**src/rtl/bctc_pkg.sv**
```systemverilog
// Package for the block cache tag controller: payload types, codes and defaults.
// No dependencies.
`default_nettype none
package bctc_pkg;
    localparam int SLOTS_DEF = 16;
    localparam logic [4:0] DIRTY_LIMIT_RESET = 5'd12;

    localparam logic [1:0] CMD_LOOKUP = 2'd0;
    localparam logic [1:0] CMD_FILL   = 2'd1;
    localparam logic [1:0] CMD_WRITE  = 2'd2;
    localparam logic [1:0] CMD_FLUSH  = 2'd3;

    localparam logic [2:0] KIND_HIT   = 3'd0;
    localparam logic [2:0] KIND_MISS  = 3'd1;
    localparam logic [2:0] KIND_FILL  = 3'd2;
    localparam logic [2:0] KIND_WRITE = 3'd3;
    localparam logic [2:0] KIND_WB    = 3'd4;

    typedef struct packed {
        logic [1:0]  command;
        logic [31:0] block;
    } cmd_t;

    typedef struct packed {
        logic [2:0]  kind;
        logic [3:0]  slot;
        logic        take_data;
        logic [31:0] wb_block;
        logic        run_start;
        logic        last;
    } result_t;

    typedef enum logic [2:0] {
        ST_IDLE,
        ST_SCAN,
        ST_DECIDE,
        ST_FLUSH,
        ST_FIN
    } state_t;
endpackage
`default_nettype wire

```
**src/rtl/block_cache_tag_controller_core.sv**
```systemverilog
// Top level of the block cache tag controller.
// Depends on bctc_pkg and bctc_ram.
`default_nettype none
// Tag, age and dirty bookkeeping for a write-back block cache whose payload memory
// lies outside. A transaction is taken at a rising edge with start high and busy
// low. Every result is on the result port for exactly one cycle with strobe high,
// and the receiver cannot stall it. Tags and ages live in two RAMs with a registered
// read, so each command walks all slots through the read port. A lookup, fill or
// write that needs no flush answers in the last cycle that it holds busy, and a new
// command is taken only once busy has fallen. A flush finds each write-back entry
// by one pass over the tag RAM (smallest dirty tag above the previous one) and
// emits it in the last cycle of that pass. One more pass that finds nothing and the
// FIN state, which cleans every slot, end it. A write that must flush first
// rescans the slots afterward.
// Valid and dirty bits are flip-flops cleared by reset; no clearing pass.
module block_cache_tag_controller_core #(
    parameter int SLOTS = bctc_pkg::SLOTS_DEF
) (
    input  wire logic             clk,
    input  wire logic             rst_n,
    input  wire logic             start,
    input  wire bctc_pkg::cmd_t   cmd,
    output logic                  busy,
    output logic                  strobe,
    output bctc_pkg::result_t     result,
    input  wire logic             cfg_we,
    input  wire logic [4:0]       cfg_wdata
);
    localparam int AW = $clog2(SLOTS);
    localparam int CW = $clog2(SLOTS + 1);

    bctc_pkg::state_t state_reg, state_next;
    logic [4:0]       limit_reg;
    logic [31:0]      counter_reg;
    logic [SLOTS-1:0] valid_reg, dirty_reg;
    bctc_pkg::cmd_t   cmd_reg;

    // Scan bookkeeping.
    logic [AW:0]  raddr_reg;    // read address issued
    logic [AW:0]  ridx_reg;     // index whose data is returning
    logic         rvld_reg;
    logic         hit_reg;
    logic [AW-1:0] hit_slot_reg;
    logic         vic_reg;
    logic [AW-1:0] vic_slot_reg;
    logic [31:0]  vic_age_reg;
    logic         inv_reg;
    logic [AW-1:0] inv_slot_reg;
    // Flush bookkeeping.
    logic         pf_reg;       // an entry was emitted before
    logic [31:0]  prev_reg;
    logic         fbest_reg;
    logic [AW-1:0] fslot_reg;
    logic [31:0]  ftag_reg;
    logic         pend_reg;     // command after flush is a write
    logic [CW-1:0] emitted_reg; // entries listed so far in this flush

    logic [31:0]  tag_rd, age_rd;
    logic         tag_we, age_we;
    logic [AW-1:0] tag_wa, age_wa;
    logic [31:0]  tag_wd;
    logic [AW-1:0] raddr;

    logic [CW-1:0] ndirty;
    logic [CW-1:0] nlist;
    logic [AW-1:0] ri;
    logic          scan_done, pass_done;
    logic          found;
    logic [AW-1:0] place_slot;
    logic [AW-1:0] wr_slot;
    logic          can_place;
    logic          need_flush;
    logic          flush_now;
    logic          cand;
    logic          accept;
    logic          walking;
    logic          restart;
    logic          scan_init;
    logic          flush_init;

    assign raddr = raddr_reg[AW-1:0];

    bctc_ram #(.WIDTH(32), .DEPTH(SLOTS)) u_tag (
        .clk(clk), .we(tag_we), .waddr(tag_wa), .wdata(tag_wd),
        .raddr(raddr), .rdata(tag_rd)
    );
    bctc_ram #(.WIDTH(32), .DEPTH(SLOTS)) u_age (
        .clk(clk), .we(age_we), .waddr(age_wa), .wdata(counter_reg),
        .raddr(raddr), .rdata(age_rd)
    );

    // Dirty slots, and dirty slots that a flush lists.
    always_comb
    begin
        ndirty = '0;
        nlist = '0;
        for (int i = 0; i < SLOTS; i++)
        begin
            ndirty = ndirty + CW'(dirty_reg[i]);
            nlist = nlist + CW'(dirty_reg[i] & valid_reg[i]);
        end
    end

    assign ri = ridx_reg[AW-1:0];
    assign scan_done = rvld_reg && (ridx_reg == (AW+1)'(SLOTS - 1));
    assign pass_done = scan_done;

    // Decision after the scan.
    always_comb
    begin
        found = hit_reg;
        can_place = hit_reg || inv_reg || vic_reg;
        place_slot = hit_reg ? hit_slot_reg : (inv_reg ? inv_slot_reg : vic_slot_reg);
        wr_slot = can_place ? place_slot : '0;
        need_flush = (32'(ndirty) >= 32'(limit_reg)) ||
                     (!hit_reg && (ndirty == CW'(SLOTS)));
        flush_now = (cmd_reg.command == bctc_pkg::CMD_WRITE) && need_flush && !pend_reg;
    end

    // Candidate for the flush pass: smallest dirty tag above the previous one.
    assign cand = rvld_reg && dirty_reg[ri] && valid_reg[ri] &&
                  (!pf_reg || tag_rd > prev_reg) && (!fbest_reg || tag_rd < ftag_reg);

    // Events that restart the read walk or clear the bookkeeping.
    assign accept = (state_reg == bctc_pkg::ST_IDLE) && start;
    assign walking = (state_reg == bctc_pkg::ST_SCAN) || (state_reg == bctc_pkg::ST_FLUSH);
    assign flush_init = accept || ((state_reg == bctc_pkg::ST_DECIDE) && flush_now);
    assign scan_init = accept || ((state_reg == bctc_pkg::ST_FIN) && pend_reg);
    assign restart = flush_init || scan_init ||
                     ((state_reg == bctc_pkg::ST_FLUSH) && pass_done);

    // Next state.
    always_comb
    begin
        state_next = state_reg;
        case (state_reg)
            bctc_pkg::ST_IDLE:
            begin
                if (start)
                begin
                    state_next = (cmd.command == bctc_pkg::CMD_FLUSH) ?
                                 bctc_pkg::ST_FLUSH : bctc_pkg::ST_SCAN;
                end
            end
            bctc_pkg::ST_SCAN:
            begin
                if (scan_done)
                begin
                    state_next = bctc_pkg::ST_DECIDE;
                end
            end
            bctc_pkg::ST_DECIDE:
            begin
                state_next = flush_now ? bctc_pkg::ST_FLUSH : bctc_pkg::ST_IDLE;
            end
            bctc_pkg::ST_FLUSH:
            begin
                if (pass_done && !(fbest_reg || cand))
                begin
                    state_next = bctc_pkg::ST_FIN;
                end
            end
            bctc_pkg::ST_FIN:
            begin
                // A pending write rescans, since every slot is clean now.
                state_next = pend_reg ? bctc_pkg::ST_SCAN : bctc_pkg::ST_IDLE;
            end
            default: state_next = bctc_pkg::ST_IDLE;
        endcase
    end

    // Outputs and memory writes.
    always_comb
    begin
        busy = (state_reg != bctc_pkg::ST_IDLE);
        strobe = 1'b0;
        result = '0;
        tag_we = 1'b0;
        age_we = 1'b0;
        tag_wa = wr_slot;
        age_wa = wr_slot;
        tag_wd = cmd_reg.block;
        case (state_reg)
            bctc_pkg::ST_DECIDE:
            begin
                case (cmd_reg.command)
                    bctc_pkg::CMD_LOOKUP:
                    begin
                        strobe = 1'b1;
                        result.last = 1'b1;
                        result.kind = found ? bctc_pkg::KIND_HIT : bctc_pkg::KIND_MISS;
                        result.slot = found ? 4'(hit_slot_reg) : 4'd0;
                        age_we = found;
                    end
                    bctc_pkg::CMD_FILL:
                    begin
                        strobe = 1'b1;
                        result.last = 1'b1;
                        result.kind = bctc_pkg::KIND_FILL;
                        result.slot = 4'(wr_slot);
                        result.take_data = can_place &&
                                           !(found && dirty_reg[hit_slot_reg]);
                        age_we = can_place;
                        tag_we = can_place && !found;
                    end
                    bctc_pkg::CMD_WRITE:
                    begin
                        if (!flush_now)
                        begin
                            strobe = 1'b1;
                            result.last = 1'b1;
                            result.kind = bctc_pkg::KIND_WRITE;
                            result.take_data = 1'b1;
                            result.slot = 4'(wr_slot);
                            age_we = 1'b1;
                            tag_we = !found;
                        end
                    end
                    default: ;
                endcase
            end
            bctc_pkg::ST_FLUSH:
            begin
                if (pass_done && (fbest_reg || cand))
                begin
                    strobe = 1'b1;
                    result.kind = bctc_pkg::KIND_WB;
                    result.slot = 4'(cand ? ri : fslot_reg);
                    result.wb_block = cand ? tag_rd : ftag_reg;
                    result.run_start = !pf_reg ||
                        (result.wb_block != prev_reg + 32'd1);
                    // Only a flush command marks its final entry.
                    result.last = !pend_reg && ((emitted_reg + CW'(1)) == nlist);
                end
            end
            default: ;
        endcase
    end

    // Control and bookkeeping registers.
    always_ff @(posedge clk or negedge rst_n)
    begin
        if (!rst_n)
        begin
            state_reg <= bctc_pkg::ST_IDLE;
            limit_reg <= bctc_pkg::DIRTY_LIMIT_RESET;
            counter_reg <= '0;
            valid_reg <= '0;
            dirty_reg <= '0;
            cmd_reg <= '0;
            pend_reg <= 1'b0;
            raddr_reg <= '0;
            ridx_reg <= '0;
            rvld_reg <= 1'b0;
            hit_reg <= 1'b0;
            hit_slot_reg <= '0;
            vic_reg <= 1'b0;
            vic_slot_reg <= '0;
            vic_age_reg <= '0;
            inv_reg <= 1'b0;
            inv_slot_reg <= '0;
            pf_reg <= 1'b0;
            prev_reg <= '0;
            fbest_reg <= 1'b0;
            fslot_reg <= '0;
            ftag_reg <= '0;
            emitted_reg <= '0;
        end
        else
        begin
            state_reg <= state_next;
            if (cfg_we)
            begin
                limit_reg <= cfg_wdata;
            end

            // Command capture; a lookup bumps the access counter.
            if (accept)
            begin
                cmd_reg <= cmd;
                pend_reg <= 1'b0;
                if (cmd.command == bctc_pkg::CMD_LOOKUP)
                begin
                    counter_reg <= counter_reg + 32'd1;
                end
            end
            else if (state_reg == bctc_pkg::ST_DECIDE && flush_now)
            begin
                pend_reg <= 1'b1;
            end

            // Walk read addresses; data returns in the next cycle.
            if (restart)
            begin
                raddr_reg <= '0;
                rvld_reg <= 1'b0;
            end
            else if (walking)
            begin
                rvld_reg <= (raddr_reg < (AW+1)'(SLOTS));
                raddr_reg <= (raddr_reg < (AW+1)'(SLOTS)) ?
                             raddr_reg + (AW+1)'(1) : raddr_reg;
            end
            if (walking)
            begin
                ridx_reg <= raddr_reg;
            end

            // Hit, first empty slot and oldest clean slot.
            if (scan_init)
            begin
                hit_reg <= 1'b0;
                vic_reg <= 1'b0;
                inv_reg <= 1'b0;
            end
            else if (state_reg == bctc_pkg::ST_SCAN && rvld_reg)
            begin
                if (!hit_reg && valid_reg[ri] && tag_rd == cmd_reg.block)
                begin
                    hit_reg <= 1'b1;
                    hit_slot_reg <= ri;
                end
                if (!inv_reg && !valid_reg[ri])
                begin
                    inv_reg <= 1'b1;
                    inv_slot_reg <= ri;
                end
                if (valid_reg[ri] && !dirty_reg[ri] && (!vic_reg || age_rd < vic_age_reg))
                begin
                    vic_reg <= 1'b1;
                    vic_slot_reg <= ri;
                    vic_age_reg <= age_rd;
                end
            end

            // Best candidate of the current flush pass.
            if (restart)
            begin
                fbest_reg <= 1'b0;
            end
            else if (state_reg == bctc_pkg::ST_FLUSH && cand)
            begin
                fbest_reg <= 1'b1;
                fslot_reg <= ri;
                ftag_reg <= tag_rd;
            end

            // Previous entry of the flush, for ordering and run starts.
            if (flush_init)
            begin
                pf_reg <= 1'b0;
                emitted_reg <= '0;
            end
            else if (state_reg == bctc_pkg::ST_FLUSH && strobe)
            begin
                pf_reg <= 1'b1;
                prev_reg <= result.wb_block;
                emitted_reg <= emitted_reg + CW'(1);
            end

            // Valid and dirty updates.
            if (state_reg == bctc_pkg::ST_FIN)
            begin
                dirty_reg <= '0;
            end
            else if (state_reg == bctc_pkg::ST_DECIDE && strobe)
            begin
                if (cmd_reg.command == bctc_pkg::CMD_FILL && can_place && !found)
                begin
                    valid_reg[wr_slot] <= 1'b1;
                    dirty_reg[wr_slot] <= 1'b0;
                end
                else if (cmd_reg.command == bctc_pkg::CMD_WRITE)
                begin
                    valid_reg[wr_slot] <= 1'b1;
                    dirty_reg[wr_slot] <= 1'b1;
                end
            end
        end
    end

    // Results appear only while a command is in progress.
    a_strobe_busy: assert property (@(posedge clk) disable iff (!rst_n)
        strobe |-> busy);
    // Result ports rest at zero between results.
    a_quiet_result: assert property (@(posedge clk) disable iff (!rst_n)
        !strobe |-> (result == '0));
    // A dirty slot always holds a block.
    a_dirty_valid: assert property (@(posedge clk) disable iff (!rst_n)
        (dirty_reg & ~valid_reg) == '0);
    // The strobe is never unknown.
    a_strobe_known: assert property (@(posedge clk) disable iff (!rst_n)
        !$isunknown(strobe));
endmodule
`default_nettype wire

```
**src/rtl/bctc_ram.sv**
```systemverilog
// Generic single-port-write, one-read RAM with registered read data.
// No dependencies.
`default_nettype none
module bctc_ram #(
    parameter int WIDTH = 32,
    parameter int DEPTH = 16
) (
    input  wire logic                     clk,
    input  wire logic                     we,
    input  wire logic [$clog2(DEPTH)-1:0] waddr,
    input  wire logic [WIDTH-1:0]         wdata,
    input  wire logic [$clog2(DEPTH)-1:0] raddr,
    output logic      [WIDTH-1:0]         rdata
);
    logic [WIDTH-1:0] mem [DEPTH];

    // Write port and registered read port.
    always_ff @(posedge clk)
    begin
        if (we)
        begin
            mem[waddr] <= wdata;
        end
        rdata <= mem[raddr];
    end
endmodule
`default_nettype wire

```
**config.mk**
```make
export PLATFORM = sky130hd
export DESIGN_NAME = block_cache_tag_controller_core
export DESIGN_NICKNAME = d
export VERILOG_FILES = /design/src/rtl/bctc_pkg.sv /design/src/rtl/block_cache_tag_controller_core.sv /design/src/rtl/bctc_ram.sv
export SDC_FILE = /design/constraint.sdc
export NUM_CORES = 2
export LEC_CHECK = 0
export BUFFER_PORTS_ARGS = -buffer_cell sky130_fd_sc_hd__buf_4
export CORE_MARGIN = 4
export CORE_UTILIZATION = 63
export CTS_CLUSTER_SIZE = 30
export DETAILED_ROUTE_END_ITERATION = 16
export GPL_TIMING_DRIVEN = 0
export PLACE_DENSITY = 0.92
export SKIP_CTS_REPAIR_TIMING = 1
export SLEW_MARGIN = 20
export SYNTH_ARGS = -nofsm -noshare
export SYNTH_HDL_FRONTEND = slang
export SYNTH_SLANG_ARGS = --single-unit
```
**constraint.sdc**
```tcl
create_clock -name clk -period 8.1 [get_ports clk]
set_input_delay 1.215 -clock clk [delete_from_list [all_inputs] [get_ports clk]]
set_output_delay 1.215 -clock clk [all_outputs]
set_load 0.1 [all_outputs]
```
# After elaboration in Yosys (flattened, before gate mapping)
# Memories as Yosys holds them, arrays and structs flattened. A register that Yosys moved wholly into a read port is not among the register bits.
# Index checks and enable logic that the tools add are counted.
[word_totals]
reg_bits = 240
latch_bits = 0
ramBits = 1024
rom_bits = 0
in_bits = 43
out_inout_bits = 44
elab_cells = 263
memories = 2
[memory_table]
columns = ["memory", "depth", "width", "rd", "rd_ports_with_merged_regs", "wr", "line", "text"]
rows = [
  ["u_age.mem", 16, 32, 1, 1, 1, "bctc_ram.sv:15", "logic [WIDTH-1:0] mem [DEPTH];"],
  ["u_tag.mem", 16, 32, 1, 1, 1, "bctc_ram.sv:15", ""],
]
[classes]
n_addsub = 34
mul = 0
div_mod_pow = 0
magnitude_cmp = 9
n_eq_ne = 15
n_shift = 0
mux = 72
bitwise_logic = 24
n_reduce_logical = 83
[ops]
columns = ["cell", "count"]
rows = [
  ["adder 5 x 1 -> 5 bit", 22],
  ["2-to-1 mux 16 bit", 6],
  ["adder 32 x 1 -> 32 bit (second input constant)", 2],
  ["less-than comparator 32 bit", 2],
  ["2-to-1 mux 34 bit", 1],
  ["2-to-1 mux 1 bit", 33],
  ["2-to-1 mux 33 bit", 1],
  ["== test 32 bit", 1],
  ["> comparator 32 bit", 1],
  ["2-to-1 mux 32 bit", 1],
  ["inequality test 32 bit", 1],
  ["bitwise OR 16 bit", 2],
  ["logical AND 1 bit", 30],
  ["2-to-1 mux 5 bit", 5],
  ["nonzero test 2 bit", 11],
  ["2-to-1 mux 4 bit", 5],
  ["one-hot mux 6 bit (3 select lines)", 1],
  ["bitwise AND 1 bit", 16],
  ["bitwise AND 16 bit", 1],
  ["NOT 16 bit", 1],
  ["AND reduction 2 bit", 8],
  ["less-than comparator 4 x 5 -> 1 bit (second input constant)", 3],
  ["one-hot mux 3 bit (5 select lines)", 1],
  ["AND reduction 3 bit", 5],
  ["other kinds (32)", 77],
]

# Longest topological paths before layout
[logic_depth]
ltp_word = 26
ltp_mapped = 23
depth_no_buf = 21

# Cells and area by module
# Synthesis repeated with hierarchy kept, for this count alone.
[unflattened]
hier_cells = 3241
hier_area_um2 = 54997.7
[by_module_without_submodules]
columns = ["mod", "instances", "cells_per_inst", "area_per_inst_um2", "seq_area_each_um2"]
rows = [
  ["bctc_ram (u_age)", 1, 838, 19854.0, 16015.4],
  ["bctc_ram (u_tag)", 1, 838, 19835.3, 16015.4],
  ["block_cache_tag_controller_core", 1, 1565, 15308.4, 6008.3],
]

# Least setup slack after synthesis
# OpenSTA, ideal clock, no wires.
[synth_path]
path_type = "register to output"
start = "register valid_reg[11]"
end = "output result[0] (netlist bit)"
arrival_time_ns = 5.952
required_ns = 6.885
slack_ns = 0.933
stages_incl_launch_ff = 17
n_path_buf = 0
path_cell_list = "dfrtp_1 > and2_1 > fa_1 > inv_1 > fa_1 > inv_1 > fa_1 > inv_1 > fa_1 > inv_1 > ha_1 > fa_1 > xor2_1 > xnor2_1 > nor4_1 > nand3_1 > o21ai_0"
[synth_lines]
columns = ["item", "line", "text"]
rows = [
  ["from (decl)", "block_cache_tag_controller_core.sv:35", "logic [SLOTS-1:0] valid_reg, dirty_reg;"],
  ["from (signal assigned)", "block_cache_tag_controller_core.sv:248", "valid_reg <= '0;"],
  ["from (signal, indexed assignment)", "block_cache_tag_controller_core.sv:370", "valid_reg[wr_slot] <= 1'b1;"],
  ["from (signal, indexed assignment)", "block_cache_tag_controller_core.sv:375", "valid_reg[wr_slot] <= 1'b1;"],
  ["to (decl)", "block_cache_tag_controller_core.sv:25", "output bctc_pkg::result_t result,"],
]

==> results.json <==
{
  "synth.mux.area_fraction": 0.1621,
  "die_width_um": 303.6,
  "worst-r2r-setup-slack_ns": 0.62,
  "power.sequential.fraction": 0.449,
  "post_drt_via_cell_ratio": 7.467,
  "floorplan.core_area_um2": 86750,
  "fin_setup_tns_ns": 0,
  "tightest_slew_ns": 1.165,
  "setup_viol_count_final": 0,
  "netlist_area_um2": 55040,
  "vdd_drop_max_v": 0.0003058,
  "yosys.area_share.simple": 0.04183,
  "final_wirelength_mm": 172.4,
  "internal_power_mw": 13.62,
  "p_leak_nw": 23.14,
  "synthesis.area_per_instance_um2": 17.90,
  "rsz_0062_raised_after_global_routing": "false",
  "drive_gt1_frac": 0.2484,
  "post_synth_xor_area_fraction": 0.02180,
  "clk_path_buf_depth": 3,
  "biggestRegsByFlops": "u_age.mem (512), u_tag.mem (512)",
  "combPwrFrac": 0.247,
  "r2r_depth": 18,
  "setup.worst_path.class": "reg -> out",
  "ys_async_sr_fraction": 0.1807,
  "grt_pass1_vias": 35470,
  "vias": 34350,
  "synthesis.nets": 3255,
  "cts_sinks": 1328,
  "switching_component_of_the_power_mw": 6.539,
  "design.die.area_um2": 92150,
  "layout-area-overhead-vs-synth_pct": 14.60,
  "drtAntennaViolNets": 0,
  "worst_setup_hold_path_clk_slew_ns": 0.07,
  "clock_latency_late_sink_ns": 0.74,
  "num-nets-final": 3517,
  "post-route-period-util": 0.9752,
  "start_util": 0.6344,
  "synth_top_family_by_area": "multiplexers",
  "drt_first_pass_iters": 17,
  "worstSetupStartpoint": "dirty_reg[0]",
  "layout_min_cycle_time_ns": 7.899,
  "yosys_register_bits": 1328,
  "critical_path.endpoint": "result[38]",
  "hold_viol_final": 0,
  "grt_start_max_net_pins": 94,
  "synthCells": 3075,
  "final_max_slew_violation_count": 0,
  "cts_tree": "done",
  "ys.flop_type": "sky130_fd_sc_hd__edfxtp_1",
  "timing.critical_path.required_ns": 6.88,
  "num_rows": 108,
  "clock-root-buffer": "sky130_fd_sc_hd__clkbuf_16",
  "arrival_ns": 6.68,
  "clock.fmax_mhz": 126.6,
  "global_route.usage.total": 0.3853,
  "post_synth_num_cell_types": 73,
  "final.setup_skew_ns": 0.04679,
  "globalRoute.totalOverflow": 0,
  "path_max_fanout": 4,
  "min-delay-path-class": "reg -> reg",
  "place.gp.congestion": 0.9160,
  "first_iter_violations": 6247,
  "routedWlPerCell_um": 37.48,
  "dp_hpwl_mm": 100.6,
  "cts_buffers": 119,
  "die_h_um": 303.6,
  "post_synth_fa_ha_maj_area_fraction": 0.03387,
  "maxSlewHeadroom": 0.2236,
  "share_clk_of_total_power": 0.304,
  "final.hold.worst_slack_ns": 0.4917,
  "setup_crit_start_kind": "flop",
  "synth-seq-area-share": 0.6912,
  "synth-edff-count": 1024,
  "drv_cap": 0,
  "regToRegEndpoint": "u_tag.mem[0][14]",
  "sw_frac_of_total": 0.3243,
  "first_pass_grt_wire_length_mm": 249.1,
  "cellPowerDensity_nw_per_um2": 319.7,
  "drc_errors": 0,
  "ioPinCount": 87,
  "ys.warnings.count": 0,
  "grt_antenna_before_repair": 6,
  "run_status": "finished clean",
  "crit-reg2reg-launch": "dirty_reg[0]",
  "cts_h_tree_lvls": 3,
  "port_buffers": 85,
  "compound_cell_area_share_of_the_yosys_netlist": 0.02830,
  "fillerInstances": 4426,
  "timing.critical_path.to_type": "output pin"
}
[power by group through the flow]
| stage | sequential, mW | combinational (mW) | clock, mW |
|---|---|---|---|
| finish | 9.06 | 4.98 | 6.12 |
| global placement | 8.98 | 4.16 | 0 |
| detailed placement | 9.08 | 4.55 | 0 |
| global route | 9.07 | 5.16 | 6.42 |
| CTS | 8.97 | 4.82 | 6.09 |
| floorplan | 8.65 | 3.11 | 0 |
[kinds of logic after synthesis]
kind of cell / count (synthesis)
adders and majority gates: 137
and+or+nand+nor: 505
buffers and inverters: 274
DFF: 1328
muxes: 453
xor gates and xnor gates: 137
AOI/OAI and AO/OA: 241
[critical path, cell delays in order (launching register included)]
cell                       delay (ns)
sky130_fd_sc_hd__dfrtp_1         0.48
sky130_fd_sc_hd__inv_1           0.14
sky130_fd_sc_hd__fa_1            0.62
sky130_fd_sc_hd__fa_1            0.48
sky130_fd_sc_hd__fa_1            0.51
sky130_fd_sc_hd__fa_1            0.50
sky130_fd_sc_hd__inv_1           0.05
sky130_fd_sc_hd__ha_1            0.22
sky130_fd_sc_hd__fa_1            0.43
sky130_fd_sc_hd__xor2_1          0.26
sky130_fd_sc_hd__ha_1            0.29
sky130_fd_sc_hd__a21o_1          0.16
sky130_fd_sc_hd__a21o_1          0.18
sky130_fd_sc_hd__a211oi_2        0.38
sky130_fd_sc_hd__nand3b_1        0.23
sky130_fd_sc_hd__a21oi_1         0.16
sky130_fd_sc_hd__o21ai_0         0.23
sky130_fd_sc_hd__nand2_1         0.08
sky130_fd_sc_hd__o21ai_0         0.15
sky130_fd_sc_hd__buf_4           0.36
[cell usage in the layout, fill, tap and decap left out, drive strengths merged, types with 19 or more instances in the layout]
| cell type | instances |
|---|---|
| fa | 20 |
| o21ai | 51 |
| a21oi | 60 |
| a21o | 59 |
| dfxtp | 64 |
| nand4 | 44 |
| mux2 | 82 |
| xnor2 | 122 |
| clkbuf | 236 |
| buf | 174 |
| edfxtp | 1024 |
| mux4 | 333 |
| nand3 | 36 |
| dfrtp | 238 |
| mux2i | 38 |
| clkinv | 40 |
| nand2 | 218 |
| inv | 156 |
| nor2 | 119 |
| bufinv | 19 |
| nor3 | 19 |
| ha | 117 |
[routing by layer]
metal  GRT usage  wire (um)  up-vias  share of wire
li1            -          -    12460              -
met1      0.4479      51130    17010           0.30
met2      0.6132      82780     3614           0.48
met3      0.1216      21350     1255           0.12
met4      0.2743      17130        4          0.099
met5           0         19        -        0.00011
[metrics by stage]
stage	worst slack (ns)	power (mW)	instances	utilization	area (um^2)
after floorplan	0.9332	11.76	3075	-	55040
after global placement	-0.9808	13.14	4315	0.6584	57120
after detailed placement	0.5484	13.63	4370	0.6780	58820
after CTS	0.1713	19.89	4596	0.7261	62990
after global routing	0.1341	20.65	4597	0.7269	63060
final	0.2007	20.16	4600	0.7270	63070
[worst min path at each step]
stage | to | startpoint | slack, ns | cells after the start
floorplan | valid_reg[2] | valid_reg[2] | 0.43 | 1
global route | prev_reg[9] | prev_reg[9] | 0.52 | 1
global placement | prev_reg[31] | prev_reg[31] | 0.46 | 1
CTS | prev_reg[31] | prev_reg[31] | 0.49 | 1
finish | prev_reg[31] | prev_reg[31] | 0.49 | 1
detailed placement | prev_reg[31] | prev_reg[31] | 0.48 | 1
[cell type report]
cell class,instances,area (um^2),share of cell area
Antenna cell,3,7.507,0.0001190
Sequential cell,1328,38040,0.6031
Inverter,151,566.8,0.008987
Tap cell,1155,1445,0.02291
Buffer,123,620.6,0.009840
Multi-Input combinational cell,1473,16100,0.2552
Timing Repair Buffer,141,2120,0.03361
Clock buffer,146,3232,0.05124
Clock inverter,80,943.4,0.01496
[cells in the mapped netlist (3+ instances only)]
cell / instances / area share
sky130_fd_sc_hd__nand4_1: 44 / 0.0050
sky130_fd_sc_hd__a21oi_1: 59 / 0.0054
sky130_fd_sc_hd__dfrtp_1: 238 / 0.11
sky130_fd_sc_hd__fa_1: 20 / 0.0073
sky130_fd_sc_hd__a221oi_1: 5 / 0.00080
sky130_fd_sc_hd__xor2_1: 15 / 0.0024
sky130_fd_sc_hd__a41oi_1: 3 / 0.00048
sky130_fd_sc_hd__nor4_1: 11 / 0.0013
sky130_fd_sc_hd__o21ai_0: 49 / 0.0045
sky130_fd_sc_hd__nand3_1: 36 / 0.0033
sky130_fd_sc_hd__inv_1: 151 / 0.010
sky130_fd_sc_hd__mux4_2: 330 / 0.14
sky130_fd_sc_hd__ha_1: 117 / 0.027
sky130_fd_sc_hd__xnor2_1: 122 / 0.019
sky130_fd_sc_hd__and4_1: 4 / 0.00064
sky130_fd_sc_hd__and3_1: 12 / 0.0014
sky130_fd_sc_hd__buf_6: 5 / 0.0010
sky130_fd_sc_hd__nor3_1: 18 / 0.0016
sky130_fd_sc_hd__mux2i_1: 38 / 0.0069
sky130_fd_sc_hd__o21a_1: 4 / 0.00055
sky130_fd_sc_hd__nand2b_1: 5 / 0.00057
sky130_fd_sc_hd__mux4_1: 3 / 0.0014
sky130_fd_sc_hd__buf_2: 15 / 0.0014
sky130_fd_sc_hd__nor2b_1: 10 / 0.0011
sky130_fd_sc_hd__mux2_4: 29 / 0.0079
sky130_fd_sc_hd__a22oi_1: 3 / 0.00041
sky130_fd_sc_hd__nand2_1: 217 / 0.015
sky130_fd_sc_hd__a21o_1: 59 / 0.0080
sky130_fd_sc_hd__o21bai_1: 12 / 0.0016
sky130_fd_sc_hd__edfxtp_1: 1024 / 0.56
sky130_fd_sc_hd__and2_1: 13 / 0.0015
sky130_fd_sc_hd__a22o_1: 3 / 0.00048
sky130_fd_sc_hd__buf_1: 28 / 0.0019
sky130_fd_sc_hd__dfxtp_1: 64 / 0.023
sky130_fd_sc_hd__o22ai_1: 17 / 0.0019
sky130_fd_sc_hd__a211oi_1: 5 / 0.00068
sky130_fd_sc_hd__clkbuf_1: 70 / 0.0048
sky130_fd_sc_hd__buf_12: 3 / 0.0011
sky130_fd_sc_hd__nor2_1: 118 / 0.0080
sky130_fd_sc_hd__mux2_2: 53 / 0.011
Power figures use the tool's default switching activity.
